## config.mk

```make
export PLATFORM = sky130hd
export DESIGN_NAME = conv_seq
export DESIGN_NICKNAME = d
export VERILOG_FILES = /design/src/rtl/core/conv_pkg.sv /design/src/rtl/core/conv_seq.sv
export SDC_FILE = /design/constraint.sdc
export NUM_CORES = 1
export LEC_CHECK = 0
export ABC_AREA = 1
export BUFFER_PORTS_ARGS = -buffer_cell sky130_fd_sc_hd__buf_4
export CORE_MARGIN = 2
export CORE_UTILIZATION = 38
export CTS_CLUSTER_SIZE = 28
export DETAILED_ROUTE_END_ITERATION = 6
export HOLD_SLACK_MARGIN = 0.1
export RECOVER_POWER = 100
export REMOVE_ABC_BUFFERS = 1
export SLEW_MARGIN = 20
export SYNTH_ARGS = -nofsm -noshare
export SYNTH_HDL_FRONTEND = slang
export SYNTH_SLANG_ARGS = --single-unit
export TNS_END_PERCENT = 20
```

## constraint.sdc

```tcl
create_clock -name i_clk -period 4.5 [get_ports i_clk]
set_input_delay 0.225 -clock i_clk [delete_from_list [all_inputs] [get_ports i_clk]]
set_output_delay 0.225 -clock i_clk [all_outputs]
set_load 0.1 [all_outputs]
```

## src/rtl/core/conv_pkg.sv

```systemverilog
// Shared types, constants and address helpers for the 2D convolution engine.
// No dependencies; every other file of the block imports this package.
package conv_pkg;

    // Store bounds.
    localparam int MAX_IN_CH  = 4;
    localparam int MAX_OUT_CH = 8;
    localparam int MAX_KERNEL = 5;
    localparam int MAX_HEIGHT = 32;
    localparam int MAX_WIDTH  = 32;

    localparam int PIX_DEPTH = MAX_IN_CH * MAX_HEIGHT * MAX_WIDTH;
    localparam int WGT_DEPTH = MAX_OUT_CH * MAX_IN_CH * MAX_KERNEL * MAX_KERNEL;
    localparam int PIX_AW    = $clog2(PIX_DEPTH);
    localparam int WGT_AW    = $clog2(WGT_DEPTH);

    // Field widths of one transaction.
    localparam int OP_W   = 2;
    localparam int OC_W   = 3;
    localparam int IC_W   = 2;
    localparam int POS_W  = 6;
    localparam int VAL_W  = 16;
    localparam int SUM_W  = 32;

    // Configuration register widths.
    localparam int KSZ_W = 3;
    localparam int STR_W = 3;
    localparam int PAD_W = 3;
    localparam int NIC_W = 3;
    localparam int NOC_W = 4;
    localparam int DIM_W = 6;
    localparam int CFG_IDX_W  = 3;
    localparam int CFG_DATA_W = 6;

    // Upper limits that the registers are saturated to on use.
    localparam int K_HI   = (MAX_KERNEL < 5) ? MAX_KERNEL : 5;
    localparam int S_HI   = 4;
    localparam int P_HI   = 4;
    localparam int NIC_HI = (MAX_IN_CH < 4) ? MAX_IN_CH : 4;
    localparam int NOC_HI = (MAX_OUT_CH < 8) ? MAX_OUT_CH : 8;
    localparam int IH_HI  = (MAX_HEIGHT < 32) ? MAX_HEIGHT : 32;
    localparam int IW_HI  = (MAX_WIDTH < 32) ? MAX_WIDTH : 32;

    // Signed window coordinates and the accumulator.
    localparam int COORD_W = 10;
    localparam int ACC_W   = 2 * VAL_W + $clog2(MAX_IN_CH * MAX_KERNEL * MAX_KERNEL) + 1;

    // Operation codes.
    localparam logic [OP_W-1:0] OP_WR_WEIGHT = 2'd0;
    localparam logic [OP_W-1:0] OP_WR_PIXEL  = 2'd1;
    localparam logic [OP_W-1:0] OP_RD_OUTPUT = 2'd2;

    // Configuration register indexes.
    localparam logic [CFG_IDX_W-1:0] REG_KERNEL  = 3'd0;
    localparam logic [CFG_IDX_W-1:0] REG_STRIDE  = 3'd1;
    localparam logic [CFG_IDX_W-1:0] REG_PADDING = 3'd2;
    localparam logic [CFG_IDX_W-1:0] REG_IN_CH   = 3'd3;
    localparam logic [CFG_IDX_W-1:0] REG_OUT_CH  = 3'd4;
    localparam logic [CFG_IDX_W-1:0] REG_HEIGHT  = 3'd5;
    localparam logic [CFG_IDX_W-1:0] REG_WIDTH   = 3'd6;

    typedef logic signed [COORD_W-1:0] t_coord;

    typedef struct packed {
        logic [OP_W-1:0]         operation;
        logic [OC_W-1:0]         out_channel;
        logic [IC_W-1:0]         in_channel;
        logic [POS_W-1:0]        row;
        logic [POS_W-1:0]        col;
        logic signed [VAL_W-1:0] value;
    } t_in_item;

    typedef struct packed {
        logic signed [SUM_W-1:0] sum;
        logic                    out_of_range;
    } t_out_item;

    // Configuration after saturation into the legal ranges.
    typedef struct packed {
        logic [KSZ_W-1:0] k;
        logic [STR_W-1:0] s;
        logic [PAD_W-1:0] p;
        logic [NIC_W-1:0] nic;
        logic [DIM_W-1:0] ih;
        logic [DIM_W-1:0] iw;
    } t_cfg;

    // Command that starts one output read.
    typedef struct packed {
        logic            oob;
        logic [OC_W-1:0] oc;
        t_coord          y0;
        t_coord          x0;
    } t_seq_cmd;

    // Sequencer status toward the top level.
    typedef struct packed {
        logic idle;
        logic done;
        logic oob;
    } t_seq_stat;

    // Store write and read requests.
    typedef struct packed {
        logic                    pix_we;
        logic                    wgt_we;
        logic [PIX_AW-1:0]       pix_addr;
        logic [WGT_AW-1:0]       wgt_addr;
        logic signed [VAL_W-1:0] data;
    } t_wr_req;

    typedef struct packed {
        logic              en;
        logic [PIX_AW-1:0] pix_addr;
        logic [WGT_AW-1:0] wgt_addr;
    } t_rd_req;

    // One fetched tap: pixel and weight pair.
    typedef struct packed {
        logic                    vld;
        logic signed [VAL_W-1:0] pix;
        logic signed [VAL_W-1:0] wgt;
    } t_tap;

    // Pixel store address: channel, then row, then column.
    function automatic logic [PIX_AW-1:0] pix_addr(
        input logic [IC_W-1:0]  ic,
        input logic [POS_W-1:0] y,
        input logic [POS_W-1:0] x
    );
        logic [PIX_AW-1:0] a;
        a = PIX_AW'(ic) * PIX_AW'(MAX_HEIGHT) + PIX_AW'(y);
        return a * PIX_AW'(MAX_WIDTH) + PIX_AW'(x);
    endfunction

    // Weight store address: filter, channel, kernel row, kernel column.
    function automatic logic [WGT_AW-1:0] wgt_addr(
        input logic [OC_W-1:0]  oc,
        input logic [IC_W-1:0]  ic,
        input logic [KSZ_W-1:0] j,
        input logic [KSZ_W-1:0] t
    );
        logic [WGT_AW-1:0] a;
        a = WGT_AW'(oc) * WGT_AW'(MAX_IN_CH) + WGT_AW'(ic);
        a = a * WGT_AW'(MAX_KERNEL) + WGT_AW'(j);
        return a * WGT_AW'(MAX_KERNEL) + WGT_AW'(t);
    endfunction

endpackage

```

## src/rtl/core/conv_seq.sv

```systemverilog
// Tap sequencer: walks input channels and kernel taps of one output read
// and issues store reads for the taps inside the image. Depends on conv_pkg.
module conv_seq (
    input  logic                i_clk,
    input  logic                i_rst_n,
    input  logic                i_start,
    input  conv_pkg::t_seq_cmd  i_cmd,
    input  conv_pkg::t_cfg      i_cfg,
    input  logic                i_slot_free,
    output conv_pkg::t_seq_stat o_stat,
    output conv_pkg::t_rd_req   o_rd,
    output logic                o_clr
);
    import conv_pkg::*;

    // Drain count, loaded on the last tap request and counted to zero.
    localparam logic [1:0] DRAIN_CYC = 2'd2;

    typedef enum logic [1:0] {
        S_IDLE,
        S_RUN,
        S_DRAIN,
        S_DONE
    } t_state;

    t_state           r_state;
    logic [OC_W-1:0]  r_oc;
    t_coord           r_y0;
    t_coord           r_x0;
    logic [IC_W-1:0]  r_c;
    logic [KSZ_W-1:0] r_j;
    logic [KSZ_W-1:0] r_t;
    logic [1:0]       r_drain;
    logic             r_oob;
    logic             r_clr;
    t_rd_req          r_rd;

    t_coord y;
    t_coord x;
    logic   tap_ok;
    logic   last_t;
    logic   last_j;
    logic   last_c;

    // Current tap position and whether it falls inside the image.
    always_comb begin
        y      = r_y0 + t_coord'(r_j);
        x      = r_x0 + t_coord'(r_t);
        tap_ok = (y >= 0) && (y < t_coord'(i_cfg.ih)) &&
                 (x >= 0) && (x < t_coord'(i_cfg.iw));
        last_t = r_t == i_cfg.k - KSZ_W'(1);
        last_j = r_j == i_cfg.k - KSZ_W'(1);
        last_c = NIC_W'(r_c) == i_cfg.nic - NIC_W'(1);
    end

    // Sequencer state and registered outputs.
    always_ff @(posedge i_clk) begin
        if (!i_rst_n) begin
            r_state <= S_IDLE;
            r_rd.en <= 1'b0;
            r_clr   <= 1'b0;
            r_oob   <= 1'b0;
            r_drain <= '0;
        end else begin
            r_clr   <= 1'b0;
            r_rd.en <= 1'b0;
            case (r_state)
                S_IDLE: begin
                    if (i_start) begin
                        r_oc    <= i_cmd.oc;
                        r_y0    <= i_cmd.y0;
                        r_x0    <= i_cmd.x0;
                        r_c     <= '0;
                        r_j     <= '0;
                        r_t     <= '0;
                        r_oob   <= i_cmd.oob;
                        r_clr   <= 1'b1;
                        r_state <= i_cmd.oob ? S_DONE : S_RUN;
                    end
                end
                S_RUN: begin
                    r_rd.en       <= tap_ok;
                    r_rd.pix_addr <= pix_addr(r_c, y[POS_W-1:0], x[POS_W-1:0]);
                    r_rd.wgt_addr <= wgt_addr(r_oc, r_c, r_j, r_t);
                    if (!last_t) begin
                        r_t <= r_t + KSZ_W'(1);
                    end else begin
                        r_t <= '0;
                        if (!last_j) begin
                            r_j <= r_j + KSZ_W'(1);
                        end else begin
                            r_j <= '0;
                            r_c <= r_c + IC_W'(1);
                            if (last_c) begin
                                r_drain <= DRAIN_CYC;
                                r_state <= S_DRAIN;
                            end
                        end
                    end
                end
                S_DRAIN: begin
                    if (r_drain == '0) begin
                        r_state <= S_DONE;
                    end else begin
                        r_drain <= r_drain - 2'd1;
                    end
                end
                S_DONE: begin
                    if (i_slot_free) begin
                        r_state <= S_IDLE;
                    end
                end
                default: begin
                    r_state <= S_IDLE;
                end
            endcase
        end
    end

    assign o_stat.idle = r_state == S_IDLE;
    assign o_stat.done = (r_state == S_DONE) && i_slot_free;
    assign o_stat.oob  = r_oob;
    assign o_rd        = r_rd;
    assign o_clr       = r_clr;
endmodule

```

Word-level counts from Yosys, hierarchy flattened
Index checks and enable logic that the tools add are counted.
- flip-flop bits (word level): 60
- word-level logic and storage cells: 83
- output and inout port bits: 27
- multipliers: 2
- $lt $le $gt $ge: 4
- $add $sub $neg: 13
- multiplexer cells: 21
- reduce and logical (&&, ||, !) cells: 17
- eq/ne operators: 13
- operators by type and width (cell ; count):
    2-bit 2-to-1 mux ; 11
    10-bit by 4-bit adder with 10-bit output ; 2
    10-bit by 1-bit greater-or-equal comparator with 1-bit output (second input constant) ; 2
    10-bit by 7-bit < comparator with 1-bit output ; 2
    2-bit != test (second input constant) ; 7
    12-bit by 6-bit adder with 12-bit output ; 1
    3-bit 2-to-1 mux ; 4
    3-bit one-hot mux with 2 select lines ; 2
    10-bit by 3-bit adder with 10-bit output ; 1
    9-bit by 3-bit adder with 10-bit output ; 1
    10-bit by 3-bit multiplier with 10-bit output (second input constant) ; 1
    5-bit AND reduction ; 2
    6-bit by 3-bit multiplier with 9-bit output (second input constant) ; 1
    2-bit one-hot mux with 2 select lines ; 2
    2-bit one-hot mux with 4 select lines ; 1
    7-bit by 6-bit adder with 7-bit output ; 1
    3-bit by 1-bit adder with 3-bit output (second input constant) ; 2
    5-bit by 2-bit adder with 6-bit output ; 1
    3-bit equality test ; 2
    2-bit AND reduction ; 3
    3-bit AND reduction ; 2
    6-bit AND reduction ; 1
    3-bit by 1-bit subtractor with 3-bit output (second input constant) ; 2
    2-bit equality test (second input constant) ; 2
    9 further kinds ; 14

Depth between registers and ports, before layout
- depth in word-level cells: 6
- mapped depth: 17
- gate-level depth less buffers: 17

Worst setup path after synthesis
OpenSTA, ideal clock, no wires.
- path kind: reg-to-reg
- start point: register r_c[1]
- end point: register r_rd, in the netlist o_rd[9] (data pin)
- path slack: 791 ps
- cell stages (with the launch flop): 17
- arrival: 3457 ps
- required time: 4248 ps
- period minus slack after synthesis: 3709 ps
- cells stage by stage: edfxtp_1 > ha_1 > ha_1 > ha_1 > a21oi_1 > nand2_1 > a21o_1 > a21oi_1 > xnor2_1 > ha_1 > ha_1 > ha_1 > inv_1 > nor4_1 > a21oi_1 > nand3_1 > nand2_1
- longest elaborated chain between the ends: 5
- RTL lines (item ; line ; RTL):
    start: declaration ; conv_seq.sv:30 ; logic [IC_W-1:0] r_c;
    start signal: assignment ; conv_seq.sv:93 ; r_c <= r_c + IC_W'(1);
    5-bit by 2-bit adder with 6-bit output ; conv_pkg.sv:144 ; a = WGT_AW'(oc) * WGT_AW'(MAX_IN_CH) + WGT_AW'(ic);
    6-bit by 3-bit multiplier with 9-bit output ; conv_pkg.sv:145 ; a = a * WGT_AW'(MAX_KERNEL) + WGT_AW'(j);
    9-bit by 3-bit adder with 10-bit output ; conv_pkg.sv:145 ;
    10-bit by 3-bit multiplier with 10-bit output ; conv_pkg.sv:146 ; return a * WGT_AW'(MAX_KERNEL) + WGT_AW'(t);
    10-bit by 3-bit adder with 10-bit output ; conv_pkg.sv:146 ;
    end: declaration ; conv_seq.sv:36 ; t_rd_req r_rd;
Every way passes these cells.
A chain may end at the register's enable or synchronous reset.

Final worst setup path
Same ends and word-level chain as after synthesis.

==> metrics.md <==
| Metric | Value |
|---|---|
| Final worst path period share | `88.68%` |
| Non-Filler Instances | `approximately 700` |
| Yosys Warn Count | `0` |
| Critical Path RT | `about 4600 ps` |
| Worst vdd ir | `~430 uV` |
| Clock skew | `roughly 13 ps` |
| Pwr/cell area | `736.1 nW/um2` |
| Initial DRC count | `between 100 and 150` |
| Final Core Density | `about 48%` |
| CTS root buf | `clkbuf_8` |
| Gr ovfl total | `0` |
| CTS sink count | `60` |
| Clk slew on worst S/H paths | `~70 ps` |
| Initial antenna violation count | `0` |
| Count of different cell masters after synthesis | `31` |
| Post-route DRC | `0` |
| DP Area | `approximately 4800 um2` |
| Area grow syn2layout | `25.18%` |
| Async set-or-reset flop fraction in the synthesized netlist | `0%` |
| CP Data Arrival Time | `about 4000 ps` |
| Die width | `108.2 um` |
| Slew @ Worst Pin | `1280 ps` |
| Total power draw | `3.800 mW` |
| Top post-synthesis cells by area | `edfxtp_1 (39%), ha_1 (20%), nand2_1 (7.8%), inv_1 (6.1%), xnor2_1 (3.8%)` |
| Share of the synthesized area in the top cell type | `around two fifths` |
| Routability congestion estimate | `around 0.87` |
| CP most frequent cell | `ha_1` |
| Num rows | `38` |
| Max incr delay on CP | `between 500 and 600 ps` |
| Setup violations, final | `0` |
| Layout cells sized above 1 | `between 10% and 20%` |
| Max cap viols | `0` |
| Vias | `roughly 3,100` |
| Number of global-route vias before repair | `3,035` |
| Worst min-delay path category | `input pin to register` |
| Crit path time final | `between 3000 and 4000 ps` |
| Largest fanout on the critical path | `5` |
| Hold violation count in the final report | `0` |
| Highest metal used | `met4` |
| N_diodes | `0` |
| Placed cell count | `around 650` |
| Most frequent cells after synthesis | `nand2_1 (86), inv_1 (67), ha_1 (65)` |
| Worst slack, placed | `around 540 ps` |
| H-tree depth | `3` |
| Top Ports | `79` |
| Vias/cell | `about 4.6` |
| Placed wire-length estimate | `between 6 and 7 mm` |
| Worst Path Buf+Inv | `1` |
| CTS tree | `done` |
| Highest Clock Rate | `roughly 250 MHz` |
| Critical-path cell list | `ha_1 > ha_1 > ha_1 > a21oi_1 > nand2_1 > a21o_1 > a21oi_1 > xnor2_1 > ha_1 > ha_1 > ha_1 > inv_1 > nor4_1 > a21oi_1 > nand3_1 > nand2_1` |
| Postcts setup bufs | `0` |
| #FFs+latches synth | `60` |
| Gr usage total | `15.42%` |
| Largest net degree at the start of global routing | `24` |
| Clk buf depth | `2` |
| Clock Latency Late Sink | `~350 ps` |
| First-pass GRT wire length | `13.99 mm` |
| Syn Std Cell Area | `about 4100 um2` |
| Die footprint | `11,700 um2` |
| Synth Instances | `~430` |
| RSZ-0062 raised after global routing | `no` |
| Final worst-path setup slack | `~500 ps` |
| Status | `completed` |
| Die height | `roughly 110 um` |
| Syn Area/Cell | `between 9 and 10 um2` |
| Wl on met1 | `around 3.9 mm` |
| Initial Utilization | `38.55%` |
| Synth area leader | `edfxtp_1` |
| Post-route setup TNS | `0 ps` |
| Port Buf Inserts | `between 70 and 80` |
| Hold_ws | `155.2 ps` |
| WL met3 | `247 um` |
| First drt pass iteration count | `4` |
| Num CTS Buffers | `9` |
| DRT antenna net count | `0` |
| Fin area | `5162 um2` |
| Core Box Area | `approximately 11,000 um2` |
| Total wire length | `8.213 mm` |
| Rel. slew slack | `approximately 15%` |
| Mean routed wirelength per cell | `roughly 12 um` |
| Crit path kind | `register to register` |
| Slowest cell on crit path | `edfxtp_1` |
| Final Slew Violations | `0` |
| Most frequent cell after synthesis | `nand2_1` |
| Sequential share of the synthesized area | `between 40% and 50%` |
| Nets | `between 600 and 700` |
| Post-synth EDFFs | `53` |
| Delay-heaviest family, CP | `adder cells` |
| Setup crit end kind | `register` |
| WL met2 | `between 3 and 4 mm` |
| Synth Flop Type | `edfxtp_1` |
| Leakage | `roughly 2.5 nW` |
| Crit path launch type | `register` |
tightest hold or removal path, delay by kind of cell:
kind	cells	cell delay, ps
simple gates	2	90
buf+inv	1	140
layout make-up:
| cell class | instances | area [um2] |
|---|---|---|
| Clock buffer | 12 | 145.1 |
| Clock inverter | 4 | 72.57 |
| Fill cell | 1036 | 5535 |
| Inverter | 68 | 255.2 |
| Multi-Input combinational cell | 305 | 2107 |
| Sequential cell | 60 | 1732 |
| Tap cell | 140 | 175.2 |
| Timing Repair Buffer | 97 | 675.6 |
cells by family after synthesis:
family	count (synthesis)	share of synthesized area [%]
flops	60	41.99
mux	1	0.2427
compound gates	23	3.459
buf+inv	69	6.371
xor+xnor	36	7.646
fa+ha+maj	69	21.66
simple gates	176	18.63
worst paths after layout:
kind	startpoint	cells past startpoint	end	slack (ps)
min reg2reg	r_oob	2	r_oob	470
max	r_c[1]	16	o_rd[9]	510
max reg2reg	r_c[1]	16	o_rd[9]	510
min	i_rst_n	3	r_state[0]	160
repair_timing:
action	4_1_cts	5_1_grt
resized for setup	0	0
hold endpoints to repair	24	0
hold buffers	24	0
registers in the layout, indices dropped and copies added (netlist names), 2 cells and up:
register	flops
r_y0	10
r_c	2
r_oc	3
r_j	3
r_drain	2
r_state	2
r_x0	10
r_t	3
o_rd	23
per-layer routing:
| metal | global-route usage [%] | vias to the layer above |
|---|---|---|
| li1 | - | 1656 |
| met1 | 20.59 | 1418 |
| met2 | 25.02 | 56 |
| met3 | 2.049 | 11 |
| met4 | 6.868 | 0 |
| met5 | 0 | - |
cell usage in the layout, fill, tap and decap left out, types with 18 or more instances in the layout:
| cell | n |
|---|---|
| nand2_1 | 86 |
| inv_1 | 67 |
| ha_1 | 65 |
| edfxtp_1 | 53 |
| nor2_1 | 38 |
| clkbuf_1 | 32 |
| nand3_1 | 30 |
| dlygate4sd3_1 | 24 |
| buf_4 | 22 |
| clkbuf_4 | 21 |
| xor2_1 | 18 |
| xnor2_1 | 18 |
power by group:
part	switching (mW)	internal [mW]	leakage, nW
combinational	1.55	0.753	1.82
sequential	0.0761	0.870	0.547
clock	0.221	0.327	0.107
No activity file was read; power rests on OpenSTA's default activity.
