`src/rtl/core/conv_pkg.sv`:
```
// Shared types, constants and address helpers for the 2D convolution engine.
// No dependencies; every other file of the block imports this package.
package conv_pkg;

    // Store bounds.
    localparam int MAX_IN_CH  = 4;
    localparam int MAX_OUT_CH = 8;
    localparam int MAX_KERNEL = 5;
    localparam int MAX_HEIGHT = 32;
    localparam int MAX_WIDTH  = 32;

    localparam int PIX_DEPTH = MAX_IN_CH * MAX_HEIGHT * MAX_WIDTH;
    localparam int WGT_DEPTH = MAX_OUT_CH * MAX_IN_CH * MAX_KERNEL * MAX_KERNEL;
    localparam int PIX_AW    = $clog2(PIX_DEPTH);
    localparam int WGT_AW    = $clog2(WGT_DEPTH);

    // Field widths of one transaction.
    localparam int OP_W   = 2;
    localparam int OC_W   = 3;
    localparam int IC_W   = 2;
    localparam int POS_W  = 6;
    localparam int VAL_W  = 16;
    localparam int SUM_W  = 32;

    // Configuration register widths.
    localparam int KSZ_W = 3;
    localparam int STR_W = 3;
    localparam int PAD_W = 3;
    localparam int NIC_W = 3;
    localparam int NOC_W = 4;
    localparam int DIM_W = 6;
    localparam int CFG_IDX_W  = 3;
    localparam int CFG_DATA_W = 6;

    // Upper limits that the registers are saturated to on use.
    localparam int K_HI   = (MAX_KERNEL < 5) ? MAX_KERNEL : 5;
    localparam int S_HI   = 4;
    localparam int P_HI   = 4;
    localparam int NIC_HI = (MAX_IN_CH < 4) ? MAX_IN_CH : 4;
    localparam int NOC_HI = (MAX_OUT_CH < 8) ? MAX_OUT_CH : 8;
    localparam int IH_HI  = (MAX_HEIGHT < 32) ? MAX_HEIGHT : 32;
    localparam int IW_HI  = (MAX_WIDTH < 32) ? MAX_WIDTH : 32;

    // Signed window coordinates and the accumulator.
    localparam int COORD_W = 10;
    localparam int ACC_W   = 2 * VAL_W + $clog2(MAX_IN_CH * MAX_KERNEL * MAX_KERNEL) + 1;

    // Operation codes.
    localparam logic [OP_W-1:0] OP_WR_WEIGHT = 2'd0;
    localparam logic [OP_W-1:0] OP_WR_PIXEL  = 2'd1;
    localparam logic [OP_W-1:0] OP_RD_OUTPUT = 2'd2;

    // Configuration register indexes.
    localparam logic [CFG_IDX_W-1:0] REG_KERNEL  = 3'd0;
    localparam logic [CFG_IDX_W-1:0] REG_STRIDE  = 3'd1;
    localparam logic [CFG_IDX_W-1:0] REG_PADDING = 3'd2;
    localparam logic [CFG_IDX_W-1:0] REG_IN_CH   = 3'd3;
    localparam logic [CFG_IDX_W-1:0] REG_OUT_CH  = 3'd4;
    localparam logic [CFG_IDX_W-1:0] REG_HEIGHT  = 3'd5;
    localparam logic [CFG_IDX_W-1:0] REG_WIDTH   = 3'd6;

    typedef logic signed [COORD_W-1:0] t_coord;

    typedef struct packed {
        logic [OP_W-1:0]         operation;
        logic [OC_W-1:0]         out_channel;
        logic [IC_W-1:0]         in_channel;
        logic [POS_W-1:0]        row;
        logic [POS_W-1:0]        col;
        logic signed [VAL_W-1:0] value;
    } t_in_item;

    typedef struct packed {
        logic signed [SUM_W-1:0] sum;
        logic                    out_of_range;
    } t_out_item;

    // Configuration after saturation into the legal ranges.
    typedef struct packed {
        logic [KSZ_W-1:0] k;
        logic [STR_W-1:0] s;
        logic [PAD_W-1:0] p;
        logic [NIC_W-1:0] nic;
        logic [DIM_W-1:0] ih;
        logic [DIM_W-1:0] iw;
    } t_cfg;

    // Command that starts one output read.
    typedef struct packed {
        logic            oob;
        logic [OC_W-1:0] oc;
        t_coord          y0;
        t_coord          x0;
    } t_seq_cmd;

    // Sequencer status toward the top level.
    typedef struct packed {
        logic idle;
        logic done;
        logic oob;
    } t_seq_stat;

    // Store write and read requests.
    typedef struct packed {
        logic                    pix_we;
        logic                    wgt_we;
        logic [PIX_AW-1:0]       pix_addr;
        logic [WGT_AW-1:0]       wgt_addr;
        logic signed [VAL_W-1:0] data;
    } t_wr_req;

    typedef struct packed {
        logic              en;
        logic [PIX_AW-1:0] pix_addr;
        logic [WGT_AW-1:0] wgt_addr;
    } t_rd_req;

    // One fetched tap: pixel and weight pair.
    typedef struct packed {
        logic                    vld;
        logic signed [VAL_W-1:0] pix;
        logic signed [VAL_W-1:0] wgt;
    } t_tap;

    // Pixel store address: channel, then row, then column.
    function automatic logic [PIX_AW-1:0] pix_addr(
        input logic [IC_W-1:0]  ic,
        input logic [POS_W-1:0] y,
        input logic [POS_W-1:0] x
    );
        logic [PIX_AW-1:0] a;
        a = PIX_AW'(ic) * PIX_AW'(MAX_HEIGHT) + PIX_AW'(y);
        return a * PIX_AW'(MAX_WIDTH) + PIX_AW'(x);
    endfunction

    // Weight store address: filter, channel, kernel row, kernel column.
    function automatic logic [WGT_AW-1:0] wgt_addr(
        input logic [OC_W-1:0]  oc,
        input logic [IC_W-1:0]  ic,
        input logic [KSZ_W-1:0] j,
        input logic [KSZ_W-1:0] t
    );
        logic [WGT_AW-1:0] a;
        a = WGT_AW'(oc) * WGT_AW'(MAX_IN_CH) + WGT_AW'(ic);
        a = a * WGT_AW'(MAX_KERNEL) + WGT_AW'(j);
        return a * WGT_AW'(MAX_KERNEL) + WGT_AW'(t);
    endfunction

endpackage

```
`src/rtl/core/conv_mac.sv`:
```
// Shared multiply-accumulate unit with final saturation to signed 32 bits.
// Depends on conv_pkg for the tap type and widths.
module conv_mac (
    input  logic                              i_clk,
    input  logic                              i_rst_n,
    input  logic                              i_clr,
    input  conv_pkg::t_tap                    i_tap,
    output logic signed [conv_pkg::SUM_W-1:0] o_sum
);
    import conv_pkg::*;

    localparam logic signed [ACC_W-1:0] SAT_HI = {{(ACC_W-SUM_W){1'b0}}, 1'b0, {(SUM_W-1){1'b1}}};
    localparam logic signed [ACC_W-1:0] SAT_LO = {{(ACC_W-SUM_W){1'b1}}, 1'b1, {(SUM_W-1){1'b0}}};

    logic signed [2*VAL_W-1:0] r_prod;
    logic                      r_prod_vld;
    logic signed [ACC_W-1:0]   r_acc;

    // Product stage, then accumulate stage.
    always_ff @(posedge i_clk) begin
        if (!i_rst_n) begin
            r_prod_vld <= 1'b0;
            r_acc      <= '0;
        end else begin
            r_prod_vld <= i_tap.vld;
            if (i_clr) begin
                r_acc <= '0;
            end else if (r_prod_vld) begin
                r_acc <= r_acc + ACC_W'(r_prod);
            end
        end
        r_prod <= i_tap.pix * i_tap.wgt;
    end

    // Saturate the wide sum into Q16.16.
    always_comb begin
        if (r_acc > SAT_HI) begin
            o_sum = SAT_HI[SUM_W-1:0];
        end else if (r_acc < SAT_LO) begin
            o_sum = SAT_LO[SUM_W-1:0];
        end else begin
            o_sum = r_acc[SUM_W-1:0];
        end
    end
endmodule

```
`config.mk`:
```
export PLATFORM = sky130hd
export DESIGN_NAME = conv_mac
export DESIGN_NICKNAME = d
export VERILOG_FILES = /design/src/rtl/core/conv_pkg.sv /design/src/rtl/core/conv_mac.sv
export SDC_FILE = /design/constraint.sdc
export NUM_CORES = 1
export LEC_CHECK = 0
export BUFFER_PORTS_ARGS = -buffer_cell sky130_fd_sc_hd__buf_2
export CAP_MARGIN = 30
export CELL_PAD_IN_SITES_DETAIL_PLACEMENT = 2
export CELL_PAD_IN_SITES_GLOBAL_PLACEMENT = 2
export CORE_AREA = 2 2 230 164
export CTS_CLUSTER_SIZE = 8
export DETAILED_ROUTE_END_ITERATION = 8
export DIE_AREA = 0 0 232 166
export GPL_ROUTABILITY_DRIVEN = 0
export PLACE_DENSITY_LB_ADDON = 0.1
export SETUP_SLACK_MARGIN = 0.5
export SLEW_MARGIN = 20
export SYNTH_ARGS = -nofsm -noshare
export SYNTH_HDL_FRONTEND = slang
export SYNTH_SLANG_ARGS = --single-unit
```
`constraint.sdc`:
```
create_clock -name i_clk -period 9.67 [get_ports i_clk]
set_clock_uncertainty 0.1 [all_clocks]
set_input_delay 0.967 -clock i_clk [delete_from_list [all_inputs] [get_ports i_clk]]
set_output_delay 0.967 -clock i_clk [all_outputs]
set_load 0.02 [all_outputs]
```
# Word-level counts from Yosys, hierarchy flattened
# Cells that the tools add are included.
[totals] regBits=73 latchBits=0 ramBits=0 mem_bits_ro=0 in_bits=36 word_cells=11 n_memories=0
[op_classes] addsub=1 mul=1 n_div=0 magnitude_cmp=2 eq_ne=0 shifts=0 muxes=2 bitwise_logic=1 n_reduce_logical=1
[op_table] operator="$mux 32" count=2
[op_table] operator="$add 40x32->40" count=1
[op_table] operator="$gt 40x32->1 const B" count=1
[op_table] operator="$lt 40x32->1 const B" count=1
[op_table] operator="$mul 16x16->32" count=1
[op_table] operator="$reduce_or 2->1" count=1
[op_table] operator="$not 1->1" count=1

# Logic depth before layout (Yosys ltp)
# Gate-level depths: netlist (run 1).
[depth] word_depth=3 mapped_depth=25 depth_no_buf=24

# Worst setup path after synthesis (run 1)
# OpenSTA, ideal clock, no wires.
[synth_path] path_kind="input to register" start="input port i_tap[1] (netlist bit)" end="register r_prod[31]" setup_ns=0.072 arrival_time_ns=6.644 t_required_ns=9.498 path_slack_ns=2.854 cell_stages=21 path_buffers=1 path_cell_list="clkbuf_1 > nand2_1 > inv_1 > fa_1 > fa_1 > fa_1 > fa_1 > fa_1 > inv_1 > fa_1 > inv_1 > ha_1 > a21o_1 > a21o_1 > a21o_1 > a21o_1 > a21oi_1 > nor2b_1 > a311o_1 > a21oi_1 > xnor2_1"
[synth_via] elab_chain_cells=1
[synth_rtl] item="start: declaration" line_no="conv_mac.sv:7" text="input conv_pkg::t_tap i_tap,"
[synth_rtl] item="$mul 16x16->32" line_no="conv_mac.sv:32" text="r_prod <= i_tap.pix * i_tap.wgt;"
[synth_rtl] item="end signal: assignment" line_no="conv_mac.sv:32"
[synth_rtl] item="end: declaration" line_no="conv_mac.sv:15" text="logic signed [2*VAL_W-1:0] r_prod;"
# No other way between the ends.
# A chain may end at the register's enable or synchronous reset.

# Worst setup path after layout (run 1)
[layout_path] start="input port i_tap[23] (netlist bit)" end="register r_prod[31]"
# The elaborated chain is that of the path after synthesis.

==> results.md, run 1 <==
| Quantity | Value | Unit |
|---|---|---|
| Result of the run | finished, final reports clean | - |
| HP Start | r_acc[36]$_SDFFE_PP0P_ | - |
| Routed vias | 10977 | - |
| Number of gates on the worst path with buffers counted | 22 | - |
| Slew margin rel. | 40.8 | % |
| Die area | 38500 | um2 |
| Area of the multi-input gates | 11400 | um2 |
| Clock sinks | 73 | - |
| Total routing resource utilization after global routing | 22.5 | % |
| Instance count of the mapped netlist | 1623 | - |
| Largest driver fanout on the critical path | 16 | - |
| Kind of start point of the critical path | primary input | - |
| Count of distinct cell types in the synthesized netlist | 60 | - |
| Deepest clock path buffer count | 2 | - |
| Setup slack, reg-to-reg | 6.20 | ns |
| First-pass GRT wire length | 68.2 | mm |
| Startpoint of the most critical register-to-register path | r_acc[0]$_SDFFE_PP0P_ | - |
| Synthesis warning total | 0 | - |
| Pin slew with the least headroom to its limit | 0.885 | ns |
| Max-cap check violation count | 0 | - |
| Vertical extent of the die | 166 | um |
| Share of synthesized registers carrying an async set or reset | 0 | % |
| Sequence of cells on the critical path | buf_2 > and2_1 > fa_1 > inv_1 > fa_1 > fa_1 > inv_1 > fa_1 > fa_1 > inv_1 > fa_1 > inv_1 > ha_1 > a21o_1 > a21o_1 > a221o_1 > o2bb2ai_1 > a31oi_1 > o21ai_1 > a311o_1 > a21oi_1 > xnor2_1 | - |
| Number of post-CTS setup repair buffers | 0 | - |
| Post-synth top flop | sky130_fd_sc_hd__dfxtp_1 | - |
| Clock Pin Slew Worst Setup and Hold Paths | 0.06 | ns |
| Logic depth of the worst register-to-register path | 12 | - |
| Area of the mapped netlist | 14400 | um2 |
| Nature of the critical path endpoint | flop | - |
| Iteration count of the initial detailed-routing pass | 4 | - |
| Total gr overflow | 0 | - |
| Number of routed nets with antenna violations | 0 | - |
| Core area | 36500 | um2 |
| R2r endpoint | r_acc[38]$_SDFFE_PP0P_ | - |
| Final setup violation count | 0 | - |
| CTS tree | built | - |
| Final hold slack | 0.407 | ns |
| Post-placement worst setup slack | 2.27 | ns |
| Number of filler cells placed in the layout | 4112 | - |
| HP Class | reg2reg | - |
| Relative area change from synthesis to final layout | 7.47 | % |
| Timing startpoint of the critical path | i_tap[23] | - |
| # IOs | 68 | - |
| Largest net degree at the start of global routing | 43 | - |
| Area taken by flip-flops and latches | 1460 | um2 |
| Post-synthesis cell type with the largest combined area | sky130_fd_sc_hd__fa_1 | - |
| EDFF count, synth | 0 | - |
| Number of nets produced by synthesis | 2043 | - |
| Cell at the slowest stage of the critical path | sky130_fd_sc_hd__a31oi_1 | - |
| Horizontal die dimension | 232 | um |
| Input/output buffers | 67 | - |
| Remaining routing DRC violations | 0 | - |
| Hold_buf cts | 0 | - |
| Sum Neg Setup Slack | 0 | ns |
| Final Max Slew Viols | 0 | - |
| Antenna violations before repair | 0 | - |
| Via count of the first global-routing pass | 12912 | - |
| Max H-tree Level | 3 | - |
| Cell row count | 59 | - |
| Part of the Yosys area used for sequential elements | 10.2 | % |
| Final Hold Violating Endpoints | 0 | - |
| Required arrival time at the worst endpoint | 9.86 | ns |
| Number of nets in the layout | 2066 | - |
| Setup repair after global routing missed its margin | no | - |
| CP Class | in2reg | - |
| Count of instances resized after the clock tree is built | 0 | - |
| Initial drt markers | 376 | - |
| Post-DP HPWL | 34.0 | mm |
| Ratio of cells with drive above 1 in the final layout | 6.24 | % |
| End of the critical path | r_prod[31]$_DFF_P_ | - |
| Fin crit share | 72.8 | % |
| CP most frequent cell | sky130_fd_sc_hd__fa_1 | - |
| Maximum clock rate | 142 | MHz |
| Family with the most delay on the worst path | adder cells | - |
| Top cell type's share of synthesized area | 36.6 | % |
| Worst setup margin | 2.63 | ns |
| Number of buffers created by CTS | 9 | - |
| Commonest cells in the netlist | sky130_fd_sc_hd__inv_1, sky130_fd_sc_hd__fa_1, sky130_fd_sc_hd__nand2_1, sky130_fd_sc_hd__and2_1, sky130_fd_sc_hd__ha_1 | - |
| Area contributors post-synth | sky130_fd_sc_hd__fa_1, sky130_fd_sc_hd__ha_1, sky130_fd_sc_hd__dfxtp_1, sky130_fd_sc_hd__inv_1, sky130_fd_sc_hd__and2_1 | - |
| Library cell used as clock root buffer | sky130_fd_sc_hd__clkbuf_16 | - |
| Synthesis-stage register bit count | 73 | - |
| Final worst path period need | 7.04 | ns |
| Clock Latency Late Sink | 0.36 | ns |
| Routed len/inst | 18.9 | um |
| Crit path DAT | 7.23 | ns |
| Final wirelength | 40.4 | mm |
| Initial cell density of the core | 39.3 | % |
| Most frequent cell after synthesis | sky130_fd_sc_hd__inv_1 | - |
| Longest individual stage delay on the worst path | 0.56 | ns |
| Syn avg cell area | 8.85 | um2 |
| Number of buffers and inverters on the critical path | 5 | - |
| Avg Vias per Cell | 5.13 | - |
| Ant diodes | 0 | - |
==> area by class of cell <==
type / count / area share [%]
Tap cell: 488 / 3.95
Timing Repair Buffer: 72 / 2.41
Sequential cell: 73 / 9.47
Multi-Input combinational cell: 1159 / 74.1
Clock buffer: 9 / 1.46
Clock inverter: 7 / 0.535
Inverter: 331 / 8.05
==> sequential cells by signal, indices dropped and copies added (netlist names) <==
signal,cells
r_acc,40
r_prod,32
r_prod_vld,1
==> metal layers <==
metal	vias to the layer above	track usage (%)	part of all wire, %
met3	29	2.15	1.7
met2	84	40.6	51
li1	5115	-	-
met5	-	0	0
met4	0	3.65	1.2
met1	5749	29.5	46
==> cells in the final DEF (no fill, tap or decap), types with 6 or more instances in the layout <==
| master | instances |
|---|---|
| sky130_fd_sc_hd__inv_1 | 331 |
| sky130_fd_sc_hd__nor2b_1 | 6 |
| sky130_fd_sc_hd__o21a_1 | 9 |
| sky130_fd_sc_hd__nor3_1 | 6 |
| sky130_fd_sc_hd__nor2_1 | 72 |
| sky130_fd_sc_hd__or3_1 | 8 |
| sky130_fd_sc_hd__ha_1 | 121 |
| sky130_fd_sc_hd__xnor2_1 | 48 |
| sky130_fd_sc_hd__a211oi_1 | 9 |
| sky130_fd_sc_hd__buf_2 | 67 |
| sky130_fd_sc_hd__xor2_1 | 18 |
| sky130_fd_sc_hd__a21oi_1 | 56 |
| sky130_fd_sc_hd__dfxtp_1 | 72 |
| sky130_fd_sc_hd__nand3_1 | 23 |
| sky130_fd_sc_hd__nand4_1 | 17 |
| sky130_fd_sc_hd__and3_1 | 7 |
| sky130_fd_sc_hd__fa_1 | 263 |
| sky130_fd_sc_hd__mux2i_1 | 25 |
| sky130_fd_sc_hd__clkbuf_16 | 9 |
| sky130_fd_sc_hd__o21ai_0 | 32 |
| sky130_fd_sc_hd__o211ai_1 | 7 |
| sky130_fd_sc_hd__and2_1 | 129 |
| sky130_fd_sc_hd__a21o_1 | 69 |
| sky130_fd_sc_hd__nand2b_1 | 14 |
| sky130_fd_sc_hd__nand2_1 | 149 |
| sky130_fd_sc_hd__o21bai_1 | 7 |
==> cell families after synthesis <==
logic type	synth area share [%]
multiplexers	1.74
AND/OR/NAND/NOR	15.5
buffers and inverters	10.2
flip-flops	10.2
adder cells (fa/ha/maj)	47.2
AO/OA/AOI/OAI	11.2
XOR/XNOR	4.02
==> worst reg2reg max path, cell delays in order, from the launching register on <==
cell                        delay, ns
sky130_fd_sc_hd__dfxtp_1         0.38
sky130_fd_sc_hd__ha_1            0.19
sky130_fd_sc_hd__inv_1           0.05
sky130_fd_sc_hd__fa_1            0.42
sky130_fd_sc_hd__nand2b_1        0.19
sky130_fd_sc_hd__a21oi_1         0.39
sky130_fd_sc_hd__o2111ai_1       0.24
sky130_fd_sc_hd__and2_1          0.24
sky130_fd_sc_hd__o21ai_0         0.37
sky130_fd_sc_hd__o221ai_1        0.31
sky130_fd_sc_hd__a21oi_1         0.23
sky130_fd_sc_hd__xnor2_1         0.14
sky130_fd_sc_hd__a21oi_1         0.08
==> through the flow <==
stage	util (%)	cell area, um2	cells
6_report	42.3	15400	2139
5_1_grt	42.3	15400	2139
3_5_place_dp	41.4	15100	2123
3_3_place_gp	41.4	15100	2123
4_1_cts	42.3	15400	2139
2_1_floorplan	-	14400	1623
==> worst min-delay path by stage <==
stage | to | slack (ns) | depth (start not counted)
finish | r_acc[36]$_SDFFE_PP0P_ | 0.41 | 2
global route | r_acc[36]$_SDFFE_PP0P_ | 0.47 | 2
CTS | r_acc[36]$_SDFFE_PP0P_ | 0.41 | 2
detailed placement | r_acc[36]$_SDFFE_PP0P_ | 0.41 | 2
global placement | r_acc[36]$_SDFFE_PP0P_ | 0.39 | 2
floorplan | r_acc[30]$_SDFFE_PP0P_ | 0.35 | 2
Power of run 1 is left out: the tool's default activity adds up to more than one toggle a clock period on the data nets, which glitch-free logic cannot reach.
==> inputs of run 2 (changes only) <==
- ABC_AREA: not set -> 1
- CORE_AREA: 2 2 230 164 -> 2 2 262 186
- DIE_AREA: 0 0 232 166 -> 0 0 264 188
- clock period: 9.67 -> 6 ns (I/O delays scaled with it)
==> run 2 against run 1 <==
  * Sequential cell count unchanged
  * Die area up 29%
  * Synthesized cell count rose by 38%
  * Utilization fell by 0.11 points
  * Via count up 35%
  * Worst setup slack lost 2.2 ns
  * Area after synthesis is 11% higher
  * Register-to-register slack got worse by 3.1 ns
==> results.md, run 2 <==
| Quantity | Value | Unit |
|---|---|---|
| Result of the run | finished, final reports clean | - |
| Top cell type's share of synthesized area | 33.2 | % |
| Pin slew with the least headroom to its limit | 0.913 | ns |
| Library cell used as clock root buffer | sky130_fd_sc_hd__clkbuf_16 | - |
| Kind of start point of the critical path | primary input | - |
| Number of filler cells placed in the layout | 5452 | - |
| Synthesis-stage register bit count | 73 | - |
| Final worst path period need | 5.61 | ns |
| Number of nets in the layout | 2842 | - |
| Fin crit share | 93.5 | % |
| Post-DP HPWL | 49.9 | mm |
| Syn avg cell area | 7.07 | um2 |
| Final setup violation count | 0 | - |
| Ratio of cells with drive above 1 in the final layout | 20.9 | % |
| HP Class | in2reg | - |
| Post-synthesis cell type with the largest combined area | sky130_fd_sc_hd__fa_1 | - |
| Avg Vias per Cell | 4.88 | - |
| Largest registers | r_acc (40), r_prod (32), r_prod_vld (1) | - |
| Top library cells by usage in the layout, fill and taps aside | sky130_fd_sc_hd__inv_1, sky130_fd_sc_hd__nand2_1, sky130_fd_sc_hd__fa_1, sky130_fd_sc_hd__buf_4, sky130_fd_sc_hd__nor2_1 | - |
| Part of the Yosys area used for sequential elements | 9.20 | % |
| Initial drt markers | 729 | - |
| Instance count of the mapped netlist | 2245 | - |
| Register name with the most flops | r_acc | - |
| Die area | 49600 | um2 |
| Remaining routing DRC violations | 0 | - |
| Area contributors post-synth | sky130_fd_sc_hd__fa_1, sky130_fd_sc_hd__inv_1, sky130_fd_sc_hd__nand2_1, sky130_fd_sc_hd__ha_1, sky130_fd_sc_hd__dfxtp_1 | - |
| Max-cap check violation count | 0 | - |
| Sum Neg Setup Slack | 0 | ns |
| Initial cell density of the core | 33.6 | % |
| Number of routed nets with antenna violations | 0 | - |
| Setup repair after global routing missed its margin | yes | - |
| Clock Latency Late Sink | 0.37 | ns |
| Hold_buf cts | 0 | - |
| Nature of the critical path endpoint | flop | - |
| Clock sinks | 73 | - |
| Largest net degree at the start of global routing | 45 | - |
| Post-synth top flop | sky130_fd_sc_hd__dfxtp_1 | - |
| CTS tree | built | - |
| Final Max Slew Viols | 0 | - |
| Crit path DAT | 5.76 | ns |
| Horizontal die dimension | 264 | um |
| Flip-flop count of the largest register after layout | 40 | - |
| Area of the mapped netlist | 15900 | um2 |
| Synthesis warning total | 0 | - |
| Worst setup margin | 0.390 | ns |
| Iteration count of the initial detailed-routing pass | 5 | - |
| Required arrival time at the worst endpoint | 6.15 | ns |
| Total routing resource utilization after global routing | 24.5 | % |
| Most frequent cell after synthesis | sky130_fd_sc_hd__inv_1 | - |
| Antenna violations before repair | 0 | - |
| Max H-tree Level | 3 | - |
| # IOs | 68 | - |
| Utilization after layout | 42.2 | % |
| Input/output buffers | 67 | - |
| CP Class | in2reg | - |
| Count of distinct cell types in the synthesized netlist | 45 | - |
| Post-placement worst setup slack | -0.391 | ns |
| Vertical extent of the die | 188 | um |
| Area of the multi-input gates | 12700 | um2 |
| EDFF count, synth | 0 | - |
| Core area | 47300 | um2 |
| Cell row count | 67 | - |
| Largest driver fanout on the critical path | 6 | - |
| Clock Pin Slew Worst Setup and Hold Paths | 0.07 | ns |
| Total gr overflow | 0 | - |
| Routed vias | 14860 | - |
| Deepest clock path buffer count | 2 | - |
| Number of nets produced by synthesis | 2665 | - |
| Relative area change from synthesis to final layout | 25.5 | % |
| Number of buffers created by CTS | 9 | - |
| Slew margin rel. | 39.1 | % |
| Share of synthesized registers carrying an async set or reset | 0 | % |
| Final wirelength | 63.3 | mm |
| Routed len/inst | 20.8 | um |
| Most common cell after layout, fill and taps aside | sky130_fd_sc_hd__inv_1 | - |
| Area taken by flip-flops and latches | 1460 | um2 |
| Via count of the first global-routing pass | 16857 | - |
| First-pass GRT wire length | 93.9 | mm |
| Commonest cells in the netlist | sky130_fd_sc_hd__inv_1, sky130_fd_sc_hd__nand2_1, sky130_fd_sc_hd__fa_1, sky130_fd_sc_hd__ha_1, sky130_fd_sc_hd__nor2_1 | - |
| Maximum clock rate | 178 | MHz |
| Final Hold Violating Endpoints | 0 | - |
==> run 2: final timing paths <==
path	to	cells after the start	from	slack, ns
setup / recovery	r_prod[30]$_DFF_P_	22	i_tap[4]	0.39
hold reg to reg	r_acc[0]$_SDFFE_PP0P_	2	r_acc[0]$_SDFFE_PP0P_	0.40
setup reg to reg	r_acc[26]$_SDFFE_PP0P_	15	r_prod[0]$_DFF_P_	3.06
hold / removal	r_prod_vld$_SDFF_PN0_	3	i_tap[32]	0.32
==> run 2: through the flow <==
step	hold WS, ns	area, um2	instances
floorplan	0.346	16200	2245
global placement	0.374	17700	2968
detailed placement	0.392	17700	2968
CTS	0.322	18600	3001
global route	0.323	19900	3047
finish	0.324	19900	3048
==> run 2: final cells by class <==
cell class | instances | share of cell area, %
Antenna cell | 1 | 0.0126
Clock buffer | 11 | 1.27
Clock inverter | 4 | 0.144
Inverter | 651 | 12.3
Multi-Input combinational cell | 1445 | 63.8
Sequential cell | 73 | 7.33
Tap cell | 621 | 3.90
Timing Repair Buffer | 242 | 11.2
==> run 2: critical path: stages <==
cell and delay (ns):
sky130_fd_sc_hd__buf_12 0.12, sky130_fd_sc_hd__clkbuf_16 0.16, sky130_fd_sc_hd__nand2_1 0.08, sky130_fd_sc_hd__inv_1 0.06, sky130_fd_sc_hd__fa_1 0.53, sky130_fd_sc_hd__inv_1 0.05, sky130_fd_sc_hd__fa_1 0.49, sky130_fd_sc_hd__fa_1 0.56
sky130_fd_sc_hd__inv_1 0.07, sky130_fd_sc_hd__fa_2 0.57, sky130_fd_sc_hd__fa_1 0.42, sky130_fd_sc_hd__inv_1 0.10, sky130_fd_sc_hd__fa_1 0.42, sky130_fd_sc_hd__inv_1 0.11, sky130_fd_sc_hd__ha_4 0.23, sky130_fd_sc_hd__a21oi_2 0.29
sky130_fd_sc_hd__o21ai_1 0.15, sky130_fd_sc_hd__a21oi_2 0.26, sky130_fd_sc_hd__inv_1 0.09, sky130_fd_sc_hd__nand2_2 0.08, sky130_fd_sc_hd__o2111ai_4 0.14, sky130_fd_sc_hd__xor2_1 0.17
==> run 2: cell families after synthesis <==
group	count (synthesis)	synth area share (%)
compound gates	246	8.37
xor+xnor	51	2.81
fa+ha+maj	384	42.7
buf+inv	727	17.4
flops	73	9.20
simple gates	764	19.5
==> run 2: timing repair <==
action / CTS / global route
buffers inserted: 18 / 39
gates cloned: 0 / 7
pin swaps: 40 / 185
endpoints found under the setup margin: 17 / 19
resized for setup: 111 / 261
==> run 2: layer usage <==
layer	vias to the layer above	part of all wire, %	global-route usage (%)
met5	-	0	0
met2	202	46	39.8
li1	6900	-	-
met4	0	0.94	3.61
met3	47	3.4	2.48
met1	7711	49	35.8
Power of run 2 is left out for the same reason.
